[src/sv/midi_pkg.sv]
`timescale 1ns / 1ps
// Shared constants and types for the MIDI channel message parser.
`default_nettype none

package midi_pkg;

   // Field widths of the request, response and register beats.
   localparam int ByteW    = 8;
   localparam int DataW    = 7;
   localparam int ChanW    = 4;
   localparam int KindW    = 4;
   localparam int ValueW   = 14;
   localparam int CsrDataW = 32;
   localparam int CsrAddrW = 3;

   // Register indexes on the configuration port.
   localparam logic [CsrAddrW-3:0] RegListenChannel = 1'b0;

   // Event codes carried on the response channel.
   typedef enum logic [KindW-1:0] {
      EV_NOTEOFF  = 4'd0,
      EV_NOTEON   = 4'd1,
      EV_BEND     = 4'd2,
      EV_CC       = 4'd3,
      EV_MODE     = 4'd4,
      EV_PROGRAM  = 4'd5,
      EV_CLOCK    = 4'd6,
      EV_START    = 4'd7,
      EV_CONTINUE = 4'd8,
      EV_STOP     = 4'd9,
      EV_SENSING  = 4'd10,
      EV_RESET    = 4'd11
   } event_kind_type;

   // Status and realtime byte values.
   localparam logic [ByteW-1:0] ByteSysexStart = 8'hF0;
   localparam logic [ByteW-1:0] ByteSysexEnd   = 8'hF7;
   localparam logic [ByteW-1:0] ByteClock      = 8'hF8;
   localparam logic [ByteW-1:0] ByteStart      = 8'hFA;
   localparam logic [ByteW-1:0] ByteContinue   = 8'hFB;
   localparam logic [ByteW-1:0] ByteStop       = 8'hFC;
   localparam logic [ByteW-1:0] ByteSensing    = 8'hFE;
   localparam logic [ByteW-1:0] ByteReset      = 8'hFF;

   // Upper nibble of the channel voice status bytes.
   localparam logic [3:0] NibNoteOff = 4'h8;
   localparam logic [3:0] NibNoteOn  = 4'h9;
   localparam logic [3:0] NibCc      = 4'hB;
   localparam logic [3:0] NibProgram = 4'hC;
   localparam logic [3:0] NibBend    = 4'hE;

   // Controllers from this number up are channel mode messages.
   localparam logic [DataW-1:0] ModeFirstControl = 7'd120;
   // Velocity reported for a note on with velocity zero.
   localparam logic [DataW-1:0] DefaultOffVelocity = 7'd64;

endpackage

`default_nettype wire

[src/sv/midi_channel_message_parser_unit.sv]
`timescale 1ns / 1ps
// Top level of the MIDI channel message parser with running status.
`default_nettype none

//  channel | direction | handshake                          | payload
//  req     | in        | req_valid / req_ready              | req_rx_byte
//  rsp     | out       | rsp_valid / rsp_ready              | event kind, key, value
//  csr     | in/out    | APB csr_psel/penable/pwrite/pready | listen_channel at 0x0
//
// An accepted byte sits in the input register while the parse logic works on it; its
// response beat then loads the result register. A byte can be accepted every cycle
// while no response stalls. Reset puts the parser in its ignore phase outside sysex.
// A stalled response holds the input register, and the input register in turn
// drops req_ready; a byte that produces no event still waits for a free output.

module midi_channel_message_parser_unit (
   input  wire  logic                           clock,
   input  wire  logic                           reset,
   // Request channel
   input  wire  logic                           req_valid,
   output logic                                 req_ready,
   input  wire  logic [midi_pkg::ByteW-1:0]     req_rx_byte,
   // Response channel
   output logic                                 rsp_valid,
   input  wire  logic                           rsp_ready,
   output logic [midi_pkg::KindW-1:0]           rsp_event_kind,
   output logic [midi_pkg::DataW-1:0]           rsp_key_or_control,
   output logic [midi_pkg::ValueW-1:0]          rsp_event_value,
   // Configuration port
   input  wire  logic                           csr_psel,
   input  wire  logic                           csr_penable,
   input  wire  logic                           csr_pwrite,
   input  wire  logic [midi_pkg::CsrAddrW-1:0]  csr_paddr,
   input  wire  logic [midi_pkg::CsrDataW-1:0]  csr_pwdata,
   output logic [midi_pkg::CsrDataW-1:0]        csr_prdata,
   output logic                                 csr_pready
);

   typedef enum logic [3:0] {
      PH_STATUS = 4'd0,
      PH_OFF_A  = 4'd1,
      PH_OFF_B  = 4'd2,
      PH_ON_A   = 4'd3,
      PH_ON_B   = 4'd4,
      PH_BEND_A = 4'd5,
      PH_BEND_B = 4'd6,
      PH_CC_A   = 4'd7,
      PH_CC_B   = 4'd8,
      PH_PROG   = 4'd9,
      PH_COMMON = 4'd10,
      PH_IGNORE = 4'd11
   } phase_type;

   // Configuration register.
   logic [midi_pkg::ChanW-1:0] listen_ff, listen_in;
   logic                       csr_write;
   logic                       csr_hit;

   // Input register.
   logic                       s1_valid_ff, s1_valid_in;
   logic [midi_pkg::ByteW-1:0] s1_byte_ff, s1_byte_in;
   logic                       s1_move;
   logic                       can_load;

   // Parser state.
   phase_type                  phase_ff, phase_in;
   logic                       sysex_ff, sysex_in;
   logic [midi_pkg::DataW-1:0] first_ff, first_in;
   logic [midi_pkg::DataW-1:0] second_ff, second_in;
   logic [midi_pkg::ChanW-1:0] chan_ff, chan_in;

   // Result register.
   logic                        rsp_valid_ff, rsp_valid_in;
   logic [midi_pkg::KindW-1:0]  kind_ff, kind_in;
   logic [midi_pkg::DataW-1:0]  key_ff, key_in;
   logic [midi_pkg::ValueW-1:0] value_ff, value_in;

   // Parse logic working signals.
   logic                       produce;
   logic                       mine;
   logic                       second_phase;
   phase_type                  phase_work;
   logic [midi_pkg::ByteW-1:0] b;

   // Register access: any write with address bit 2 clear hits listen_channel.
   assign csr_pready = 1'b1;
   assign csr_hit    = (csr_paddr[midi_pkg::CsrAddrW-1:2] == midi_pkg::RegListenChannel);
   assign csr_write  = csr_psel & csr_penable & csr_pwrite & csr_pready & csr_hit;
   assign listen_in  = csr_write ? csr_pwdata[midi_pkg::ChanW-1:0] : listen_ff;
   assign csr_prdata = csr_hit ? {{(midi_pkg::CsrDataW-midi_pkg::ChanW){1'b0}}, listen_ff}
                               : '0;

   // Handshake: the input register moves whenever the output register can load.
   assign can_load    = !rsp_valid_ff || rsp_ready;
   assign s1_move     = s1_valid_ff && can_load;
   assign req_ready   = !s1_valid_ff || can_load;
   assign s1_valid_in = (req_valid && req_ready) || (s1_valid_ff && !s1_move);
   assign s1_byte_in  = (req_valid && req_ready) ? req_rx_byte : s1_byte_ff;
   assign b           = s1_byte_ff;

   // Parse one byte against the current state.
   always_comb begin
      phase_in     = phase_ff;
      sysex_in     = sysex_ff;
      first_in     = first_ff;
      second_in    = second_ff;
      chan_in      = chan_ff;
      produce      = 1'b0;
      kind_in      = kind_ff;
      key_in       = '0;
      value_in     = '0;
      phase_work   = phase_ff;
      mine         = 1'b0;
      second_phase = (phase_ff == PH_OFF_B) || (phase_ff == PH_ON_B) ||
                     (phase_ff == PH_BEND_B) || (phase_ff == PH_CC_B) ||
                     (phase_ff == PH_IGNORE);
      if (sysex_ff) begin
         // Everything inside system exclusive is swallowed until its end byte.
         if (b == midi_pkg::ByteSysexEnd) begin
            sysex_in = 1'b0;
         end
      end else if (b >= midi_pkg::ByteClock) begin
         // Realtime bytes leave the phase alone; the defined ones report an event.
         produce = 1'b1;
         unique case (b)
            midi_pkg::ByteClock:    kind_in = midi_pkg::EV_CLOCK;
            midi_pkg::ByteStart:    kind_in = midi_pkg::EV_START;
            midi_pkg::ByteContinue: kind_in = midi_pkg::EV_CONTINUE;
            midi_pkg::ByteStop:     kind_in = midi_pkg::EV_STOP;
            midi_pkg::ByteSensing:  kind_in = midi_pkg::EV_SENSING;
            midi_pkg::ByteReset:    kind_in = midi_pkg::EV_RESET;
            default:                produce = 1'b0;
         endcase
      end else begin
         // Store the byte: channel status bytes set phase and channel, system bytes the phase, data bytes a slot.
         if (b >= midi_pkg::ByteSysexStart) begin
            if (b == midi_pkg::ByteSysexStart) begin
               sysex_in = 1'b1;
            end
            phase_work = PH_COMMON;
         end else if (b[7]) begin
            chan_in    = b[3:0];
            phase_work = (b[3:0] == listen_ff) ? PH_STATUS : PH_IGNORE;
         end else if (second_phase) begin
            second_in = b[6:0];
         end else begin
            first_in = b[6:0];
         end
         mine     = (chan_in == listen_ff);
         phase_in = phase_work;
         // Advance the message phase and report completed messages.
         unique case (phase_work)
            PH_STATUS: begin
               unique case (b[7:4])
                  midi_pkg::NibNoteOff: phase_in = PH_OFF_A;
                  midi_pkg::NibNoteOn:  phase_in = PH_ON_A;
                  midi_pkg::NibBend:    phase_in = PH_BEND_A;
                  midi_pkg::NibCc:      phase_in = PH_CC_A;
                  midi_pkg::NibProgram: phase_in = PH_PROG;
                  default:              phase_in = PH_IGNORE;
               endcase
            end
            PH_OFF_A:  phase_in = PH_OFF_B;
            PH_OFF_B: begin
               phase_in = PH_OFF_A;
               produce  = mine;
               kind_in  = midi_pkg::EV_NOTEOFF;
               key_in   = first_in;
               value_in = {{(midi_pkg::ValueW-midi_pkg::DataW){1'b0}}, second_in};
            end
            PH_ON_A:   phase_in = PH_ON_B;
            PH_ON_B: begin
               phase_in = PH_ON_A;
               produce  = mine;
               key_in   = first_in;
               if (second_in == '0) begin
                  kind_in  = midi_pkg::EV_NOTEOFF;
                  value_in = {{(midi_pkg::ValueW-midi_pkg::DataW){1'b0}},
                              midi_pkg::DefaultOffVelocity};
               end else begin
                  kind_in  = midi_pkg::EV_NOTEON;
                  value_in = {{(midi_pkg::ValueW-midi_pkg::DataW){1'b0}}, second_in};
               end
            end
            PH_BEND_A: phase_in = PH_BEND_B;
            PH_BEND_B: begin
               phase_in = PH_BEND_A;
               produce  = mine;
               kind_in  = midi_pkg::EV_BEND;
               value_in = {second_in, first_in};
            end
            PH_CC_A:   phase_in = PH_CC_B;
            PH_CC_B: begin
               phase_in = PH_CC_A;
               produce  = mine;
               kind_in  = (first_in < midi_pkg::ModeFirstControl) ? midi_pkg::EV_CC
                                                                   : midi_pkg::EV_MODE;
               key_in   = first_in;
               value_in = {{(midi_pkg::ValueW-midi_pkg::DataW){1'b0}}, second_in};
            end
            PH_PROG: begin
               produce  = mine;
               kind_in  = midi_pkg::EV_PROGRAM;
               value_in = {{(midi_pkg::ValueW-midi_pkg::DataW){1'b0}}, first_in};
            end
            default: phase_in = phase_work;
         endcase
      end
   end

   // Output valid: load on a move, otherwise clear once the beat is taken.
   always_comb begin
      if (s1_move) begin
         rsp_valid_in = produce;
      end else if (rsp_ready) begin
         rsp_valid_in = 1'b0;
      end else begin
         rsp_valid_in = rsp_valid_ff;
      end
   end

   // Control and parser state.
   always_ff @(posedge clock) begin
      if (reset) begin
         listen_ff    <= '0;
         s1_valid_ff  <= 1'b0;
         rsp_valid_ff <= 1'b0;
         phase_ff     <= PH_IGNORE;
         sysex_ff     <= 1'b0;
         first_ff     <= '0;
         second_ff    <= '0;
         chan_ff      <= '0;
      end else begin
         listen_ff    <= listen_in;
         s1_valid_ff  <= s1_valid_in;
         rsp_valid_ff <= rsp_valid_in;
         if (s1_move) begin
            phase_ff  <= phase_in;
            sysex_ff  <= sysex_in;
            first_ff  <= first_in;
            second_ff <= second_in;
            chan_ff   <= chan_in;
         end
      end
   end

   // Payload registers.
   always_ff @(posedge clock) begin
      s1_byte_ff <= s1_byte_in;
      if (s1_move && produce) begin
         kind_ff  <= kind_in;
         key_ff   <= key_in;
         value_ff <= value_in;
      end
   end

   assign rsp_valid          = rsp_valid_ff;
   assign rsp_event_kind     = kind_ff;
   assign rsp_key_or_control = key_ff;
   assign rsp_event_value    = value_ff;

   // A byte stuck in the input register blocks the request side.
   a_hold_blocks_req: assert property (@(posedge clock) disable iff (reset)
      (s1_valid_ff && !can_load) |-> !req_ready)
      else $error("request accepted while input register is stalled");

   // Bytes inside system exclusive never produce a response beat.
   a_sysex_silent: assert property (@(posedge clock) disable iff (reset)
      (s1_move && sysex_ff) |=> !rsp_valid_ff)
      else $error("response produced inside system exclusive");

   // Realtime events carry zero key and value.
   a_realtime_zero: assert property (@(posedge clock) disable iff (reset)
      (rsp_valid_ff && (kind_ff >= midi_pkg::EV_CLOCK))
      |-> (key_ff == '0 && value_ff == '0))
      else $error("realtime event with nonzero payload");

   // The status phase lasts only within the parse of one byte.
   a_no_status_rest: assert property (@(posedge clock) disable iff (reset)
      phase_ff != PH_STATUS)
      else $error("parser rests in status phase");

endmodule

`default_nettype wire
[config.mk]
export PLATFORM = sky130hd
export DESIGN_NAME = midi_channel_message_parser_unit
export DESIGN_NICKNAME = d
export VERILOG_FILES = /design/src/sv/midi_pkg.sv /design/src/sv/midi_channel_message_parser_unit.sv
export SDC_FILE = /design/constraint.sdc
export NUM_CORES = 1
export LEC_CHECK = 0
export BUFFER_PORTS_ARGS = -buffer_cell sky130_fd_sc_hd__buf_4
export CAP_MARGIN = 5
export CORE_UTILIZATION = 53
export CTS_CLUSTER_DIAMETER = 80
export CTS_CLUSTER_SIZE = 24
export DETAILED_ROUTE_END_ITERATION = 10
export PLACE_DENSITY = 0.83
export SETUP_SLACK_MARGIN = 0.02
export SLEW_MARGIN = 20
export SYNTH_ARGS = -nofsm -noshare
export SYNTH_HDL_FRONTEND = slang
export SYNTH_SLANG_ARGS = --single-unit
[constraint.sdc]
create_clock -name clock -period 5.38 [get_ports clock]
set_clock_uncertainty 0.15 [all_clocks]
set_input_delay 0.269 -clock clock [delete_from_list [all_inputs] [get_ports clock]]
set_output_delay 0.269 -clock clock [all_outputs]
set_load 0.005 [all_outputs]
* Word level (Yosys, flattened, before mapping)
Cells that the tools add are included.
** Storage, ports and cells
- Flip-flop bits (word level) :: 62
- Output and inout bits :: 60
** Cells by class
- Order comparisons :: 3
- Eq/ne operators :: 30
- Muxes and demuxes :: 40
- Bitwise logic cells :: 7
- Reduce and logical (&&, ||, !) cells :: 26
** Operator list (number)
- $mux 7 :: 11
- $eq 8x8->1 const B :: 8
- $pmux 14 s4 :: 1
- $mux 4 :: 11
- $pmux 4 s5 :: 2
- $eq 4x4->1 const B :: 9
- $pmux 4 s9 :: 1
- $eq 4x3->1 const B :: 6
- $pmux 4 s6 :: 1
- $ge 8x8->1 const B :: 2
- $eq 4x2->1 const B :: 3
- $mux 1 :: 12
- $eq 4x4->1 :: 2
- $logic_not 7->1 :: 1
- $logic_or 1x1->1 :: 7
- $lt 7x7->1 const B :: 1
- $ne 7x1->1 const B :: 1
- $reduce_bool 6->1 :: 1
- $reduce_or 3->1 :: 2
- $reduce_or 6->1 :: 1
- $reduce_or 5->1 :: 1
- $eq 4x1->1 const B :: 1
- $logic_and 1x1->1 :: 4
- $logic_not 4->1 :: 1
- 8 further kinds :: 16

* Logic depth before layout (Yosys ltp)
- Word-level depth :: 14
- Gate-level depth with buffers :: 8
- Mapped depth without buffers :: 6

* Worst setup path before layout
Ideal clock, no wire load.
- Kind :: flip-flop to flip-flop
- From :: register phase_ff[3]
- To :: register value_ff (netlist bit rsp_event_value[0]), enable pin
- Setup time :: 0.378 ns
- Arrival time :: 2.128 ns
- Data required time :: 4.852 ns
- Path slack :: 2.724 ns
- Stages on the path, launching flop included :: 7
- Buffers on the path :: 0
- Period minus slack after synthesis :: 2.656 ns
- Cells stage by stage :: dfxtp_1 -> nor2_1 -> a21oi_1 -> nor3_1 -> nand4_1 -> nor4_1 -> or2_1
** On the way
- Word-level cells in the longest chain between the ends :: 10
** RTL lines
- start: declaration :: line midi_channel_message_parser_unit.sv:66 : phase_type phase_ff, phase_in;
- start signal: assignment :: line midi_channel_message_parser_unit.sv:238 : phase_ff <= phase_in;
- $mux 4 * :: line midi_channel_message_parser_unit.sv:141 : end else if (b[7]) begin
- $mux 4 * :: line midi_channel_message_parser_unit.sv:136 : if (b >= midi_pkg::ByteSysexStart) begin
- $mux 4 * :: line midi_channel_message_parser_unit.sv:122 : end else if (b >= midi_pkg::ByteClock) begin
- $mux 4 * :: line midi_channel_message_parser_unit.sv:117 : if (sysex_ff) begin
- $eq 4x3->1, or another cell as far along :: line midi_channel_message_parser_unit.sv:152 : unique case (phase_work)
- $reduce_or 5->1 (no line) *
- $mux 1 * :: line midi_channel_message_parser_unit.sv:152
- $mux 1 * :: line midi_channel_message_parser_unit.sv:122
- $mux 1 * :: line midi_channel_message_parser_unit.sv:117
- $logic_and 1x1->1 * :: line midi_channel_message_parser_unit.sv:250 : if (s1_move && produce) begin
- end signal: assignment :: line midi_channel_message_parser_unit.sv:253 : value_ff <= value_in;
- end: declaration :: line midi_channel_message_parser_unit.sv:76 : logic [midi_pkg::ValueW-1:0] value_ff, value_in;
Mark *: on every way between the ends. The rest lies on a longest branch, timed or not. The select of a mux whose other input is x is not followed.
A chain may end at the register's enable or synchronous reset.

* Final worst setup path
- From :: register phase_ff[2]
- To :: register key_ff (netlist bit rsp_key_or_control[2]), enable pin
** On the way
- Word-level cells in the longest chain between the ends :: 10
** RTL lines
- $mux 4 * :: line midi_channel_message_parser_unit.sv:141
- $mux 4 * :: line midi_channel_message_parser_unit.sv:136
- $mux 4 * :: line midi_channel_message_parser_unit.sv:122
- $mux 4 * :: line midi_channel_message_parser_unit.sv:117
- $eq 4x3->1, or another cell as far along :: line midi_channel_message_parser_unit.sv:152
- $reduce_or 5->1 (no line) *
- $mux 1 * :: line midi_channel_message_parser_unit.sv:152
- $mux 1 * :: line midi_channel_message_parser_unit.sv:122
- $mux 1 * :: line midi_channel_message_parser_unit.sv:117
- $logic_and 1x1->1 * :: line midi_channel_message_parser_unit.sv:250
- end signal: assignment :: line midi_channel_message_parser_unit.sv:252 : key_ff <= key_in;
- end: declaration :: line midi_channel_message_parser_unit.sv:75 : logic [midi_pkg::DataW-1:0] key_ff, key_in;
Marked as above.

==> qor.json <==
{
  "antenna_found_initial": 0,
  "post_synthesis_sequential_area_ratio": 0.4579,
  "yosys.area_share.xor_xnor": 0.03318,
  "num_io_pins": 110,
  "grt_first_pass_wirelength_um": 12300,
  "intPower_uw": 817.2,
  "num_rows": 28,
  "via_count_of_the_first_global_routing_pass": 2525,
  "timing.critical_path.to": "rsp_key_or_control[2]$_SDFFCE_PP0P_",
  "total_area_of_multi_input_combinational_cells_um2": 1602,
  "cts_repair_resize_count": 0,
  "netSwitchingFraction": 0.2531,
  "setup_viol_count_final": 0,
  "routabilityCongestion": 0.8738,
  "regToRegSetupSlack_ns": 1.68,
  "endpoint_kind": "flop",
  "die_y_um": 82.47,
  "peakVddDrop_mv": 0.1707,
  "f_max_mhz": 270.0,
  "synth_mux_area_frac": 0.08166,
  "tightest_slew_ns": 0.9768,
  "yosysTopAreaCell": "sky130_fd_sc_hd__edfxtp_1",
  "worstPathArrival_ns": 3.53,
  "final_min_period_over_clock_period": 0.6885,
  "tritoncts.num_buffers": 9,
  "ys.warnings.count": 0,
  "htree_num_levels": 3,
  "worstSetupPathType": "flop to flop",
  "clock_pin_slew_reported_for_the_worst_setup_and_hold_paths_after_clock_tree_synthesis_ns": 0.07,
  "postCtsSetupRepairBufs": 0,
  "post_synth.cell_area_avg_um2": 9.722,
  "core_area_um2": 6096,
  "grt-ovfl-total": 0,
  "antenna_cells": 0,
  "cts_tree": "done",
  "synthesis.area_um2": 3432,
  "number_of_pins_exceeding_their_max_slew_limit_in_the_final_report": 0,
  "main_combinational_cell_family_by_area_after_synthesis": "simple AND/OR/NAND/NOR gates",
  "antenna_violating_nets_post_route": 0,
  "hold_viol_final": 0,
  "viasPerCell": 5.710,
  "fraction_of_power_consumed_by_the_clock_network": 0.407,
  "wl_per_instance_um": 16.08,
  "final_core_util": 0.6521,
  "worst_skew_pair.late_latency_ns": 0.35,
  "drc_errors": 0,
  "die_width_um": 82.47,
  "areaGrowthSynthToFinish_pct": 15.82,
  "synth_enable_flop_cells": 33,
  "dp_hpwl_um": 5152,
  "drt_first_pass_iters": 4,
  "worst_setup_path_startpoint": "phase_ff[2]$_SDFFE_PP0P_",
  "ys_seq_elements": 62,
  "num-fill-cells": 489,
  "wl_um": 7702,
  "groute.usage.overall": 0.2511,
  "total_switching_power_uw": 276.9,
  "max_cap_violations": 0,
  "layout-drive-gt1-share": 0.1881,
  "numClockSinks": 62,
  "post_synth_inst_count": 353,
  "power.density_nw_per_um2": 275.2,
  "final_net_count": 449,
  "pwr-share-seq": 0.486,
  "detail_route.iter0.violations": 234,
  "ff_latch_area_um2": 1572,
  "regToRegStartpoint": "phase_ff[2]$_SDFFE_PP0P_",
  "rsz_0062_raised_after_global_routing": "no",
  "port-buffer-count": 50,
  "setup.worst_path.start_class": "flop",
  "max-clock-path-buffers": 2,
  "yosys.area_share.adder": 0,
  "power_leakage_nw": 1.506,
  "p_comb_frac": 0.107,
  "die-area_um2": 6801,
  "run_status": "completed",
  "maximum_number_of_pins_on_one_net_before_global_route_repair": 29,
  "async_set_reset_flop_share_out_of_synthesis": 0,
  "cell_types_with_the_largest_area_share_after_synthesis": "sky130_fd_sc_hd__edfxtp_1, sky130_fd_sc_hd__dfxtp_1, sky130_fd_sc_hd__mux2i_1",
  "reg2regPathDepth": 6,
  "start_util": 0.5630,
  "area_fraction_in_compound_gates_after_synthesis": 0.1254,
  "hold_path_class": "input pin to flop",
  "cts_root_buf": "sky130_fd_sc_hd__clkbuf_8",
  "fin_hold_ws_ns": 0.008615,
  "path_max_fanout": 21,
  "max-slew-margin-rel": 0.3488,
  "layout_min_cycle_time_ns": 3.704,
  "count_of_distinct_cell_types_in_the_synthesized_netlist": 57,
  "crit-reg2reg-capture": "rsp_key_or_control[2]$_SDFFCE_PP0P_",
  "area_share_of_the_largest_cell_type_after_synthesis": 0.2887,
  "post_synth_simple_gate_area": 0.1947,
  "cp.required_ns": 5.20,
  "via_count": 2735,
  "fin_tns_setup_ns": 0,
  "synth_top_flop_cell": "sky130_fd_sc_hd__edfxtp_1"
}
worst min-delay path by stage:
| stage | endpoint | from | depth (start not counted) | slack, ns |
|---|---|---|---|---|
| 6_report | listen_ff[1]$_SDFFE_PP0P_ | csr_pwdata[1] | 3 | 0.009 |
| 5_1_grt | listen_ff[1]$_SDFFE_PP0P_ | csr_pwdata[1] | 3 | 0.02 |
| 2_1_floorplan | b[0]$_DFFE_PP_ | req_rx_byte[0] | 0 | 0.22 |
| 3_3_place_gp | first_ff[0]$_SDFFE_PP0P_ | first_ff[0]$_SDFFE_PP0P_ | 2 | 0.29 |
| 4_1_cts | listen_ff[3]$_SDFFE_PP0P_ | csr_pwdata[3] | 3 | 0.002 |
| 3_5_place_dp | first_ff[1]$_SDFFE_PP0P_ | first_ff[1]$_SDFFE_PP0P_ | 2 | 0.30 |
metrics by stage:
step	setup slack, ns	cell area (µm²)	instances	total power, mW
2_1_floorplan	2.724	3533	380	0.6369
3_3_place_gp	1.875	3661	453	0.6458
3_5_place_dp	1.763	3661	453	0.6489
4_1_cts	1.726	3975	479	1.095
5_1_grt	1.293	3975	479	1.133
6_report	1.676	3975	479	1.094
metal layers:
metal | up-vias | wire length, µm | global-route usage
li1 | 1288 | - | -
met1 | 1292 | 3143 | 0.3081
met2 | 137 | 3836 | 0.4223
met3 | 18 | 538 | 0.05934
met4 | 0 | 184 | 0.1035
met5 | - | 0 | 0
power groups by stage:
stage	sequential, mW	combinational, mW	clock, mW
2_1_floorplan	0.523	0.114	0
3_3_place_gp	0.540	0.105	0
3_5_place_dp	0.541	0.108	0
4_1_cts	0.531	0.114	0.449
5_1_grt	0.533	0.128	0.472
6_report	0.532	0.117	0.446
state kept, by name (all words and copies together), names as in the netlist:
| name | count |
|---|---|
| rsp_event_kind | 4 |
| sysex_ff | 1 |
| rsp_key_or_control | 7 |
| listen_ff | 4 |
| s1_valid_ff | 1 |
| b | 8 |
| first_ff | 7 |
| rsp_valid | 1 |
| rsp_event_value | 14 |
| second_ff | 7 |
| chan_ff | 4 |
| phase_ff | 4 |
cells in the final DEF, fill, tap and decap left out, types with 4 or more instances in the layout:
cell type,instances
sky130_fd_sc_hd__conb_1,29
sky130_fd_sc_hd__nand4_1,4
sky130_fd_sc_hd__dlygate4sd3_1,10
sky130_fd_sc_hd__xor2_1,5
sky130_fd_sc_hd__nor2b_1,10
sky130_fd_sc_hd__mux2i_1,28
sky130_fd_sc_hd__edfxtp_1,33
sky130_fd_sc_hd__buf_4,50
sky130_fd_sc_hd__nor4_1,4
sky130_fd_sc_hd__a21oi_1,24
sky130_fd_sc_hd__o22ai_1,8
sky130_fd_sc_hd__inv_1,5
sky130_fd_sc_hd__clkbuf_8,9
sky130_fd_sc_hd__nand2_1,22
sky130_fd_sc_hd__o21ai_0,7
sky130_fd_sc_hd__nand2b_1,5
sky130_fd_sc_hd__nor3_1,4
sky130_fd_sc_hd__and2_1,8
sky130_fd_sc_hd__nor2_1,40
sky130_fd_sc_hd__xnor2_1,8
sky130_fd_sc_hd__nand3_1,14
sky130_fd_sc_hd__dfxtp_1,29
critical path: stages, from the launching register on:
cell and delay, ns:
sky130_fd_sc_hd__dfxtp_1 0.62, sky130_fd_sc_hd__or2_1 0.38, sky130_fd_sc_hd__a21oi_1 0.12, sky130_fd_sc_hd__nor3_1 0.70
sky130_fd_sc_hd__nand4_1 0.18, sky130_fd_sc_hd__nor4_1 0.40, sky130_fd_sc_hd__or2_1 0.77
logic make-up (layout without fill, tap and decap cells):
logic type,Yosys count,in the layout
AND/OR/NAND/NOR,127,127
AO/OA/AOI/OAI,64,64
flip-flops,62,62
buffers and inverters,57,81
multiplexers,28,28
XOR/XNOR,13,13
other,2,29
cell usage after synthesis, types with 2 or more instances:
| cell type | count |
|---|---|
| sky130_fd_sc_hd__inv_1 | 5 |
| sky130_fd_sc_hd__nand3_1 | 14 |
| sky130_fd_sc_hd__xor2_1 | 5 |
| sky130_fd_sc_hd__dfxtp_1 | 29 |
| sky130_fd_sc_hd__nand2b_1 | 5 |
| sky130_fd_sc_hd__nor4_1 | 4 |
| sky130_fd_sc_hd__o21ai_0 | 7 |
| sky130_fd_sc_hd__nor2_1 | 40 |
| sky130_fd_sc_hd__edfxtp_1 | 33 |
| sky130_fd_sc_hd__a21oi_1 | 24 |
| sky130_fd_sc_hd__mux2i_1 | 28 |
| sky130_fd_sc_hd__o22ai_1 | 8 |
| sky130_fd_sc_hd__buf_6 | 3 |
| sky130_fd_sc_hd__buf_2 | 12 |
| sky130_fd_sc_hd__nand2_1 | 22 |
| sky130_fd_sc_hd__or4_1 | 2 |
| sky130_fd_sc_hd__nor2b_1 | 10 |
| sky130_fd_sc_hd__or2_1 | 3 |
| sky130_fd_sc_hd__nand4_1 | 4 |
| sky130_fd_sc_hd__xnor2_1 | 8 |
| sky130_fd_sc_hd__clkbuf_1 | 7 |
| sky130_fd_sc_hd__and2_1 | 8 |
| sky130_fd_sc_hd__o21ai_1 | 3 |
| sky130_fd_sc_hd__nor3_1 | 4 |
| sky130_fd_sc_hd__a31oi_1 | 3 |
| sky130_fd_sc_hd__conb_1 | 2 |
| sky130_fd_sc_hd__buf_4 | 29 |
| sky130_fd_sc_hd__o211ai_1 | 2 |
final cells by class:
cell class / instances / area share
Clock buffer: 10 / 0.03211
Clock inverter: 6 / 0.02172
Multi-Input combinational cell: 261 / 0.4029
Tap cell: 75 / 0.02361
Inverter: 5 / 0.004721
Sequential cell: 62 / 0.3953
Timing Repair Buffer: 60 / 0.1196
timing repair:
| item | in CTS | in global routing |
|---|---|---|
| endpoints found under the hold margin | 10 | 0 |
| hold buffers | 10 | 0 |
| setup endpoints to repair | 0 | 0 |
Note: power is estimated with default switching activity, not from simulation.
